===== src/rtl/qte_pkg.sv =====
// Shared types, widths and constant tables of the quaternion to Euler block.
`timescale 1ns / 1ps
package qte_pkg;
    localparam int QW          = 32;  // input component
    localparam int NW          = 31;  // normalised component
    localparam int AW          = 30;  // angle field
    localparam int CW          = 42;  // CORDIC argument
    localparam int ZW          = 34;  // CORDIC angle accumulator, Q30 radians
    localparam int DIV_STEPS   = 31;
    localparam int SQRT_STEPS  = 31;
    localparam int QUEUE_DEPTH = 4;

    localparam logic signed [ZW-1:0] PI_Q30      = ZW'(64'd3373259426);
    localparam logic signed [30:0]   RAD2DEG_Q24 = 31'(961263669);

    typedef struct packed {
        logic signed [QW-1:0] w;
        logic signed [QW-1:0] x;
        logic signed [QW-1:0] y;
        logic signed [QW-1:0] z;
        logic [1:0]           rsh;
        logic [4:0]           lsh;
        logic                 zero;
    } t_qte_entry;

    // arctan(2^-i) in Q30, truncated
    function automatic logic signed [ZW-1:0] atan_q30(input int i);
        case (i)
            0:  return ZW'(843314856);
            1:  return ZW'(497837829);
            2:  return ZW'(263043836);
            3:  return ZW'(133525158);
            4:  return ZW'(67021686);
            5:  return ZW'(33543515);
            6:  return ZW'(16775850);
            7:  return ZW'(8388437);
            8:  return ZW'(4194282);
            9:  return ZW'(2097149);
            10: return ZW'(1048575);
            11: return ZW'(524287);
            12: return ZW'(262143);
            13: return ZW'(131071);
            14: return ZW'(65535);
            15: return ZW'(32767);
            16: return ZW'(16383);
            17: return ZW'(8191);
            18: return ZW'(4095);
            19: return ZW'(2047);
            20: return ZW'(1023);
            21: return ZW'(511);
            22: return ZW'(255);
            23: return ZW'(127);
            24: return ZW'(63);
            25: return ZW'(31);
            26: return ZW'(15);
            27: return ZW'(7);
            28: return ZW'(3);
            29: return ZW'(1);
            default: return '0;
        endcase
    endfunction
endpackage


===== src/rtl/qte_queue.sv =====
// Short word queue between the front end and the arithmetic pipeline.
`timescale 1ns / 1ps
module qte_queue (
    input  logic               i_clk,
    input  logic               i_rst_n,
    input  logic               i_push,
    input  qte_pkg::t_qte_entry i_entry,
    output logic               o_full,
    input  logic               i_pop,
    output qte_pkg::t_qte_entry o_entry,
    output logic               o_empty
);
    import qte_pkg::*;

    localparam int PW = $clog2(QUEUE_DEPTH);

    t_qte_entry  r_mem [QUEUE_DEPTH];
    logic [PW-1:0] r_wr;
    logic [PW-1:0] r_rd;
    logic [PW:0]   r_cnt;

    assign o_full  = (r_cnt == (PW+1)'(QUEUE_DEPTH));
    assign o_empty = (r_cnt == '0);
    assign o_entry = r_mem[r_rd];

    always_ff @(posedge i_clk) begin
        if (!i_rst_n) begin
            r_wr  <= '0;
            r_rd  <= '0;
            r_cnt <= '0;
        end else begin
            if (i_push) begin
                r_wr <= r_wr + 1'b1;
            end
            if (i_pop) begin
                r_rd <= r_rd + 1'b1;
            end
            if (i_push && !i_pop) begin
                r_cnt <= r_cnt + 1'b1;
            end else if (!i_push && i_pop) begin
                r_cnt <= r_cnt - 1'b1;
            end
        end
    end

    always_ff @(posedge i_clk) begin
        if (i_push) begin
            r_mem[r_wr] <= i_entry;
        end
    end

    a_no_overflow: assert property (@(posedge i_clk) disable iff (!i_rst_n)
        i_push |-> !o_full) else $error("word pushed into full queue");
    a_no_underflow: assert property (@(posedge i_clk) disable iff (!i_rst_n)
        i_pop |-> !o_empty) else $error("word popped from empty queue");
    a_count_range: assert property (@(posedge i_clk) disable iff (!i_rst_n)
        r_cnt <= (PW+1)'(QUEUE_DEPTH)) else $error("queue count out of range");
endmodule


===== config.mk =====
export PLATFORM = sky130hd
export DESIGN_NAME = qte_queue
export DESIGN_NICKNAME = d
export VERILOG_FILES = /design/src/rtl/qte_pkg.sv /design/src/rtl/qte_queue.sv
export SDC_FILE = /design/constraint.sdc
export NUM_CORES = 1
export LEC_CHECK = 0
export BUFFER_PORTS_ARGS = -buffer_cell sky130_fd_sc_hd__clkbuf_2
export CORE_UTILIZATION = 61
export DETAILED_ROUTE_END_ITERATION = 7
export PLACE_DENSITY = 0.9
export SYNTH_ARGS = -nofsm -noshare
export SYNTH_HDL_FRONTEND = slang
export SYNTH_SLANG_ARGS = --single-unit

===== constraint.sdc =====
create_clock -name i_clk -period 7.5 [get_ports i_clk]
set_input_delay 1.5 -clock i_clk [delete_from_list [all_inputs] [get_ports i_clk]]
set_output_delay 1.5 -clock i_clk [all_outputs]
set_load 0.05 [all_outputs]

[After elaboration in Yosys (flattened, before gate mapping)]
Memories as Yosys holds them, arrays and structs flattened. A register that Yosys moved wholly into a read port is not among the register bits.
Cells that the tools add are included.
W data, S select, Z words.
Word-level totals
  register bits after elaboration: 7
  bits in latches: 0
  memory bits (writable): 544
  ROM bits: 0
  input port bits: 140
  output and inout bits: 138
  word-level logic and storage cells: 21
  memories kept: 1
Memory list
  r_mem: words 4, width 136, read ports 1, clocked after memory_dff 1, write ports 1, line qte_queue.sv:17  | t_qte_entry r_mem [QUEUE_DEPTH];
Cells by class
  $add $sub $neg: 4
  multipliers: 0
  divide/modulo/power cells: 0
  magnitude comparators: 0
  equal/unequal tests: 1
  shifts and indexed selects: 0
  multiplexer cells: 6
  bitwise gates (word level): 0
  reduce and logical (&&, ||, !) cells: 6
Operators by type and width (number)
  $mux W3: 2
  $add A2 B1 Y2 const B: 2
  $mux W2: 2
  $add A3 B1 Y3 const B: 1
  $eq A3 B3 Y1 const B: 1
  $logic_not A3 Y1: 1
  $sub A3 B1 Y3 const B: 1
  $logic_and A1 B1 Y1: 2
  $logic_not A1 Y1: 2
  $mux W1: 2
  $reduce_bool A2 Y1: 1

[Depth between registers and ports, before layout]
Gate-level depths: netlist (run 1).
  depth in word-level cells: 4
  depth in mapped cells: 7

[Worst setup path before layout (run 1)]
No wires, ideal clock.
  kind: input port to flip-flop
  start: input port i_push
  end: memory r_mem[0][0] in the netlist's numbering, enable pin
  arrival time: 4.611 ns
  path slack: 2.378 ns
  stages: 1
  cell sequence: and2_1
On the way
  word-level cells in the longest chain between the ends: 2
RTL lines
  start: declaration: line qte_queue.sv:6  | input logic i_push,
  $mux W1: line qte_queue.sv:47  | if (i_push) begin
  $mux W1 (implied by the code): line qte_queue.sv:48  | r_mem[r_wr] <= i_entry;
  end: declaration: line qte_queue.sv:17
No other way between the ends.

==> results.cfg, run 1 <==
[timing]
clock_skew_ns = 0.01917
finalSetupViolations = 0
hold_violations = 0
max_freq_ghz = 0.2383
max-slew-margin-rel_pct = 38.00
layout_min_cycle_time_ns = 4.196
finalCritPeriodShare_pct = 55.95
tns_ns = 0
fin_ws_ns = 3.304
slew_violations = 0
worst_pin_slew_ns = 0.9300
rsz0062_at_grt = false

[worst_setup_path]
crit_chain = buf_4 -> mux4_2 -> clkbuf_2
critical-path-slowest-cell = buf_4
worstPathMaxFanout = 59
startpoint_type = flop
arrival_ns = 2.70
worstReg2RegStart = r_wr[0]
required_ns = 6.00
cp_top_family = buffers and inverters
cp_num_cells = 3
path_buf_inv = 2
crit_path_end_kind = output pin
critPathMaxStageDelay_ns = 0.73
crit_type = flop to output pin
worst-r2r-cell-count = 4

[cells_and_area]
fin_nets = 1212
final_common_cell = edfxtp_1
syn_to_final_growth_pct = 17.85
drive_gt1_share_pct = 45.45
nFillCells = 1705
final_cell_mix = edfxtp_1, clkbuf_2, mux4_2
finalNonFillerCells = 1546

[synthesis]
postSynthCellCount = 753
ys_warn_count = 0
netlist_area_um2 = 20030
postSynth.asyncResetShare_pct = 0
ys_types = 21
synth_nets = 899
synth_edf_count = 544
ys_seq_elements = 553
synth-seq-area-share_pct = 82.45
synthFlopType = edfxtp_1
avgSynthCellArea_um2 = 26.60

[worst_hold_path]
hp-class = flop to flop
hold_depth = 2
hp-start = r_cnt[2]

[clock_tree]
clk_pin_slew_ns = 0.06
cts.sinks = 553
clock_latency_ns = 0.56
cts_setup_buffers = 0
clockRootBuffer = clkbuf_16
cts-buffers-inserted = 52
htree_num_levels = 2
cts-hold-fix-buffers = 0
cts_tree = done
cts-resized-gates = 0
clockBufferDepth = 3

[floorplan]
dieArea_um2 = 33570
start_util_pct = 62.67
num_rows = 65
core_um2 = 31960
num_io_pins = 278
die_w_um = 183.2
die_h_um = 183.2

[power]
power_frac_comb_pct = 13.8
internal_power_mw = 5.370
p_leak_nw = 7.999
seqPwrFrac_pct = 50.1
ir_worst_vdd_mv = 0.2739
switching_share_pct = 25.24
p_switching_mw = 1.813
power.density_nw_per_um2 = 304.3
clkPwrFrac_pct = 36.1

[grt]
grt_pass1_wl_um = 57350
antenna_found_initial = 3
grt_max_degree = 90
grt_overflow_total = 0
first_global_vias = 9705
track_usage_pct = 23.58

[drt]
dr.pass1.iters = 5
ant_nets = 0
post_drt_wl_per_cell_um = 25.02
drt_first_iter_violations = 790
avgViaCountPerCell = 5.873
vias = 9080
wl_um = 38680
drc = 0

[outcome]
status = finished, final reports clean

[placement]
dp_hpwl_um = 21900
place_congestion = 0.7066
port_buffers = 277
pre_cts_ws_ns = 3.864
dp_cells = 1447

[flow_run]
maxCapViolCount = 0
metrics by stage:
| stage | instance area [um^2] | util (%) | hold WS, ns | power, mW |
|---|---|---|---|---|
| final | 23610 | 73.86 | 0.5289 | 7.183 |
| after global routing | 23610 | 73.85 | 0.5691 | 7.401 |
| after CTS | 23600 | 73.85 | 0.5346 | 7.241 |
| after detailed placement | 21890 | 68.50 | 0.5051 | 4.648 |
| after global placement | 21890 | 68.50 | 0.4886 | 4.621 |
| after floorplan | 20030 | - | 0.4724 | 4.403 |
power groups by stage:
| stage | clock, mW | combinational [mW] | sequential, mW |
|---|---|---|---|
| detailed placement | 0 | 0.988 | 3.66 |
| global route | 2.76 | 1.03 | 3.61 |
| global placement | 0 | 0.974 | 3.65 |
| CTS | 2.64 | 1.00 | 3.60 |
| floorplan | 0 | 0.746 | 3.66 |
| finish | 2.59 | 0.989 | 3.60 |
per-layer routing:
metal / share of wire [%] / vias up / global-route usage (%)
li1: - / 3908 / -
met4: 2.8 / 2 / 7.500
met3: 7.7 / 82 / 5.778
met1: 37 / 4678 / 29.84
met2: 53 / 410 / 40.61
met5: 0.028 / - / 0
Yosys cell counts (all sizes together), types with 2 or more instances:
cell / count / area share [%]
and2: 9 / 0.28
nor2b: 2 / 0.062
xnor2: 2 / 0.087
clkbuf: 6 / 0.11
edfxtp: 544 / 82
mux2i: 2 / 0.10
dfxtp: 9 / 0.90
ha: 5 / 0.31
inv: 4 / 0.075
mux4: 136 / 15
xor2: 3 / 0.13
buf: 24 / 0.82
worst reg2reg max path: cells and delay by family (launching register included):
family / cells / cell delay, ns
buffers and inverters: 2 / 0.85
AND/OR/NAND/NOR: 1 / 0.59
flip-flops: 1 / 0.36
adder cells (fa/ha/maj): 1 / 0.15
state kept, by name, summed over array words and instances (netlist names), named ones only:
register / flops
r_cnt: 3
r_rd: 2
r_wr: 2
r_mem: 544
logic make-up (layout without fill, tap and decap cells):
logic type | after synthesis | in the layout | share of synthesized area [%]
flip-flops | 553 | 553 | 82.45
multiplexers | 138 | 138 | 15.39
buffers and inverters | 34 | 390 | 1.012
AND/OR/NAND/NOR | 15 | 15 | 0.4559
adder cells (fa/ha/maj) | 6 | 6 | 0.4122
XOR/XNOR | 5 | 5 | 0.2187
AO/OA/AOI/OAI | 2 | 2 | 0.06245
other | 0 | 2 | 0
area by class of cell:
type / instances / area, um^2 / area share [%]
antenna: 2 / 5.005 / 0.02120
clock buffer: 64 / 1368 / 5.793
sequential: 553 / 16520 / 69.99
inverter: 4 / 15.01 / 0.06360
clock inverter: 33 / 340.3 / 1.442
timing repair buffer: 289 / 1489 / 6.307
tap: 435 / 544.3 / 2.305
multi-input combinational: 166 / 3323 / 14.08
path summary, 6_finish.rpt:
kind,end,slack [ns]
setup / recovery,o_entry[127],3.30
hold / removal,r_cnt[2],0.53
setup reg to reg,r_mem[0][45],5.14
hold reg to reg,r_cnt[2],0.53
(Power assumes the default switching activity.)
==> run 2: changes to the inputs <==
CORE_UTILIZATION = 51   (was 61)
PLACE_DENSITY = 0.81   (was 0.9)
clock period = 3.7 ns   (was 7.5 ns; I/O delays follow)
==> results.cfg, run 2 (synthesis gave the netlist of run 1 again) <==
[timing]
worst_pin_slew_ns = 0.8646
slew_violations = 0
finalCritPeriodShare_pct = 85.54
rsz0062_at_grt = false
hold_violations = 0
clock_skew_ns = 0.01794
max_freq_ghz = 0.3160
layout_min_cycle_time_ns = 3.165
tns_ns = 0
whs_ns = 0.3779
finalSetupViolations = 0
max-slew-margin-rel_pct = 42.36

[drt]
ant_nets = 0
drt_first_iter_violations = 594
post_drt_wl_per_cell_um = 23.70
dr.pass1.iters = 5
vias = 9026
wl_um = 38770
avgViaCountPerCell = 5.517
drc = 0

[worst_setup_path]
critical-path-slowest-cell = mux4_2
worst-r2r-cell-count = 4
worstReg2RegStart = r_wr[0]
crit_chain = buf_4 -> mux4_2 -> clkbuf_2
cp_num_cells = 3
path_buf_inv = 2
rrSetupSlack_ns = 1.70
startpoint_type = flop
cp_top_family = buffers and inverters
critPathMaxStageDelay_ns = 0.60
required_ns = 2.96
crit_type = flop to output pin
worstPathMaxFanout = 16
crit_path_end = o_entry[32]
arrival_ns = 2.43
crit_path_end_kind = output pin
r2r-end = r_mem[2][84]

[placement]
dp_hpwl_um = 24050
post_dp_cell_area_um2 = 22280
place_congestion = 0.7352
port_buffers = 277

[cells_and_area]
fin_nets = 1229
largestRegisters = r_mem (544), r_cnt (3)
n_antenna_cell = 0
final_common_cell = edfxtp_1
drive_gt1_share_pct = 45.44
design_area_um2 = 23810
final_cell_mix = edfxtp_1, clkbuf_2, mux4_2
final_util_pct = 61.46
nFillCells = 2596
largest_register_ff_count = 544
top_register = r_mem
syn_to_final_growth_pct = 18.86

[clock_tree]
cts_setup_buffers = 0
cts-resized-gates = 0
cts.sinks = 553
clock_latency_ns = 0.58
cts-hold-fix-buffers = 0
htree_num_levels = 2
clockRootBuffer = clkbuf_16
clockBufferDepth = 3
clk_pin_slew_ns = 0.06
cts_tree = done
cts-buffers-inserted = 53

[power]
clkPwrFrac_pct = 34.2
ir_worst_vdd_mv = 0.4763
power.density_nw_per_um2 = 595.7
internal_power_mw = 10.55
p_switching_mw = 3.636
power_frac_comb_pct = 14.3
p_leak_nw = 8.035
seqPwrFrac_pct = 51.4
switching_share_pct = 25.63

[worst_hold_path]
hold_depth = 1
hp-class = input port to flop

[floorplan]
dieArea_um2 = 40070
core_um2 = 38740
die_h_um = 200.2
die_w_um = 200.2
num_rows = 72
start_util_pct = 51.71
num_io_pins = 278

[grt]
grt_pass1_wl_um = 58170
grt_max_degree = 137
antenna_found_initial = 2
track_usage_pct = 19.62
first_global_vias = 9737
grt_overflow_total = 0

[outcome]
status = finished, final reports clean

[flow_run]
maxCapViolCount = 0
==> run 2: changes by cell type in the layout (fill, tap and decap cells not counted), sizes merged <==
cell	delta
diode	-2
clkinvlp	-1
clkbuf	+4
bufinv	-5
inv	-2
buf	+16
clkinv	-3
==> run 2: area by class of cell <==
class | instances | area (um^2) | area share [%]
flip-flops and latches | 553 | 16520 | 69.40
multi-input cells | 166 | 3323 | 13.96
repair buffers | 305 | 1772 | 7.441
clock buffers | 68 | 1383 | 5.807
well taps | 518 | 648.1 | 2.722
clock inverters | 22 | 145.1 | 0.6096
inverters | 4 | 15.01 | 0.06306
==> run 2: layer usage <==
layer  share of wire (%)  vias to the layer above  wire [um]  global-route usage (%)
li1                    -                     3926          -                       -
met1                  39                     4698      15140                   25.18
met2                  50                      344      19390                   32.23
met3                 8.7                       54       3374                   6.004
met4                 2.1                        4        828                   6.291
met5               0.075                        -         29                       0
==> run 2: power groups by stage <==
stage | Sequential (mW) | Combinational (mW) | Clock [mW]
floorplan | 7.39 | 1.51 | 0
CTS | 7.30 | 2.06 | 4.96
global placement | 7.40 | 2.02 | 0
finish | 7.29 | 2.03 | 4.86
global route | 7.32 | 2.12 | 5.18
detailed placement | 7.42 | 2.05 | 0
==> run 2: worst reg2reg max path: stages (launching register included) <==
cell and delay [ns]:
dfxtp_1 0.35, inv_1 0.10, ha_1 0.15, and2_4 0.66, buf_4 0.40
==> run 2: worst min-delay path by stage <==
stage	start	to	slack, ns
floorplan	r_cnt[2]	r_cnt[2]	0.47
global placement	r_cnt[2]	r_cnt[2]	0.50
detailed placement	r_cnt[2]	r_cnt[2]	0.52
CTS	i_entry[3]	r_mem[0][3]	0.34
global route	i_entry[78]	r_mem[2][78]	0.35
finish	i_entry[69]	r_mem[0][69]	0.38
==> run 2: metrics by stage <==
stage	worst slack, ns	total power, mW	cells
2_1_floorplan	0.8454	8.904	753
3_3_place_gp	1.117	9.414	1546
3_5_place_dp	1.100	9.473	1546
4_1_cts	0.4676	14.32	1636
5_1_grt	0.3828	14.62	1636
6_report	0.5350	14.18	1636
==> run 3: changes to the inputs <==
CORE_ASPECT_RATIO = 0.8   (was default)
==> results.cfg, run 3 (synthesis gave the netlist of run 1 again) <==
[power]
p_leak_nw = 8.058
ir_worst_vdd_mv = 0.5108
power_mw = 14.47
power.density_nw_per_um2 = 607.1

[worst_hold_path]
hp-class = input port to flop

[timing]
max-slew-margin-rel_pct = 53.22
finalCritPeriodShare_pct = 86.38
whs_ns = 0.3878
max_freq_ghz = 0.3129
tns_ns = 0
finalSetupViolations = 0
fin_ws_ns = 0.5039
clock_skew_ns = 0.01162
layout_min_cycle_time_ns = 3.196
slew_violations = 0
rsz0062_at_grt = false
hold_violations = 0
worst_pin_slew_ns = 0.7018

[cells_and_area]
largest_register_ff_count = 544
drive_gt1_share_pct = 45.82
final_cell_mix = edfxtp_1, clkbuf_2, mux4_2
final_common_cell = edfxtp_1
design_area_um2 = 23840
syn_to_final_growth_pct = 18.99
fin_nets = 1223
largestRegisters = r_mem (544), r_cnt (3)
top_register = r_mem

[grt]
antenna_found_initial = 6
first_global_vias = 9381
grt_overflow_total = 0
track_usage_pct = 18.58
grt_max_degree = 100
grt_pass1_wl_um = 55330

[drt]
dr.pass1.iters = 5
post_drt_wl_per_cell_um = 23.16
wl_um = 37270
drc = 0
avgViaCountPerCell = 5.604
vias = 9017
ant_nets = 0
drt_first_iter_violations = 604

[floorplan]
core_um2 = 38440
die_w_um = 223.6
die_h_um = 179.3
num_io_pins = 278
start_util_pct = 52.12
dieArea_um2 = 40080
num_rows = 64

[clock_tree]
cts-resized-gates = 0
clockBufferDepth = 3
clk_pin_slew_ns = 0.06
clock_latency_ns = 0.57
cts_tree = done
cts_setup_buffers = 0
cts.sinks = 553
htree_num_levels = 2
clockRootBuffer = clkbuf_16
cts-hold-fix-buffers = 0
cts-buffers-inserted = 51

[flow_run]
maxCapViolCount = 0

[worst_setup_path]
critical-path-slowest-cell = dfxtp_4
startpoint_type = flop
required_ns = 2.96
crit_path_end_kind = output pin
crit_chain = buf_4 -> mux4_2 -> clkbuf_2
critPathMaxStageDelay_ns = 0.70
worstPathMaxFanout = 24
arrival_ns = 2.46
crit_type = flop to output pin

[placement]
dp_hpwl_um = 22640
port_buffers = 277
pre_cts_ws_ns = 1.035
post_dp_cell_area_um2 = 22190
place_congestion = 0.7288

[outcome]
status = finished, final reports clean
==> run 3: stage by stage <==
stage / utilization (%) / cells
2_1_floorplan: - / 753
3_3_place_gp: 57.72 / 1519
3_5_place_dp: 57.72 / 1519
4_1_cts: 62.01 / 1608
5_1_grt: 62.01 / 1608
6_report: 62.02 / 1609
==> run 3: area by class of cell <==
cell class / count / area [um^2]
clock inverters: 28 / 292.8
repair buffers: 301 / 1704
multi-input cells: 166 / 3323
diodes: 1 / 2.502
flip-flops and latches: 553 / 16520
well taps: 495 / 619.3
fillers: 2551 / 14600
clock buffers: 61 / 1356
inverters: 4 / 15.01
==> run 3: worst max-delay path: cells and delay by family, from the launching register on <==
kind     cells  cell delay, ns
buf+inv      2            0.61
flops        1            0.70
mux          1            0.55
==> run 3: layer usage <==
metal | global-route usage [%] | vias to the layer above | wire length [um]
li1 | - | 3911 | -
met1 | 24.77 | 4723 | 15210
met2 | 29.71 | 315 | 18060
met3 | 6.326 | 62 | 3314
met4 | 4.680 | 6 | 640
met5 | 0 | - | 39
==> run 3: path summary, 6_finish.rpt <==
path	start	end	slack, ns	depth (start not counted)
max	flop	o_entry[122]	0.50	3
min	i_entry[24]	r_mem[2][24]	0.39	1
max reg2reg	r_wr[0]	r_mem[2][11]	1.77	4
min reg2reg	r_cnt[2]	r_cnt[2]	0.54	2
==> run 3: power breakdown <==
part | internal (mW) | total, mW | switching [mW]
Combinational | 0.603 | 2.02 | 1.42
Sequential | 7.20 | 7.30 | 0.0994
Clock | 3.02 | 5.16 | 2.14
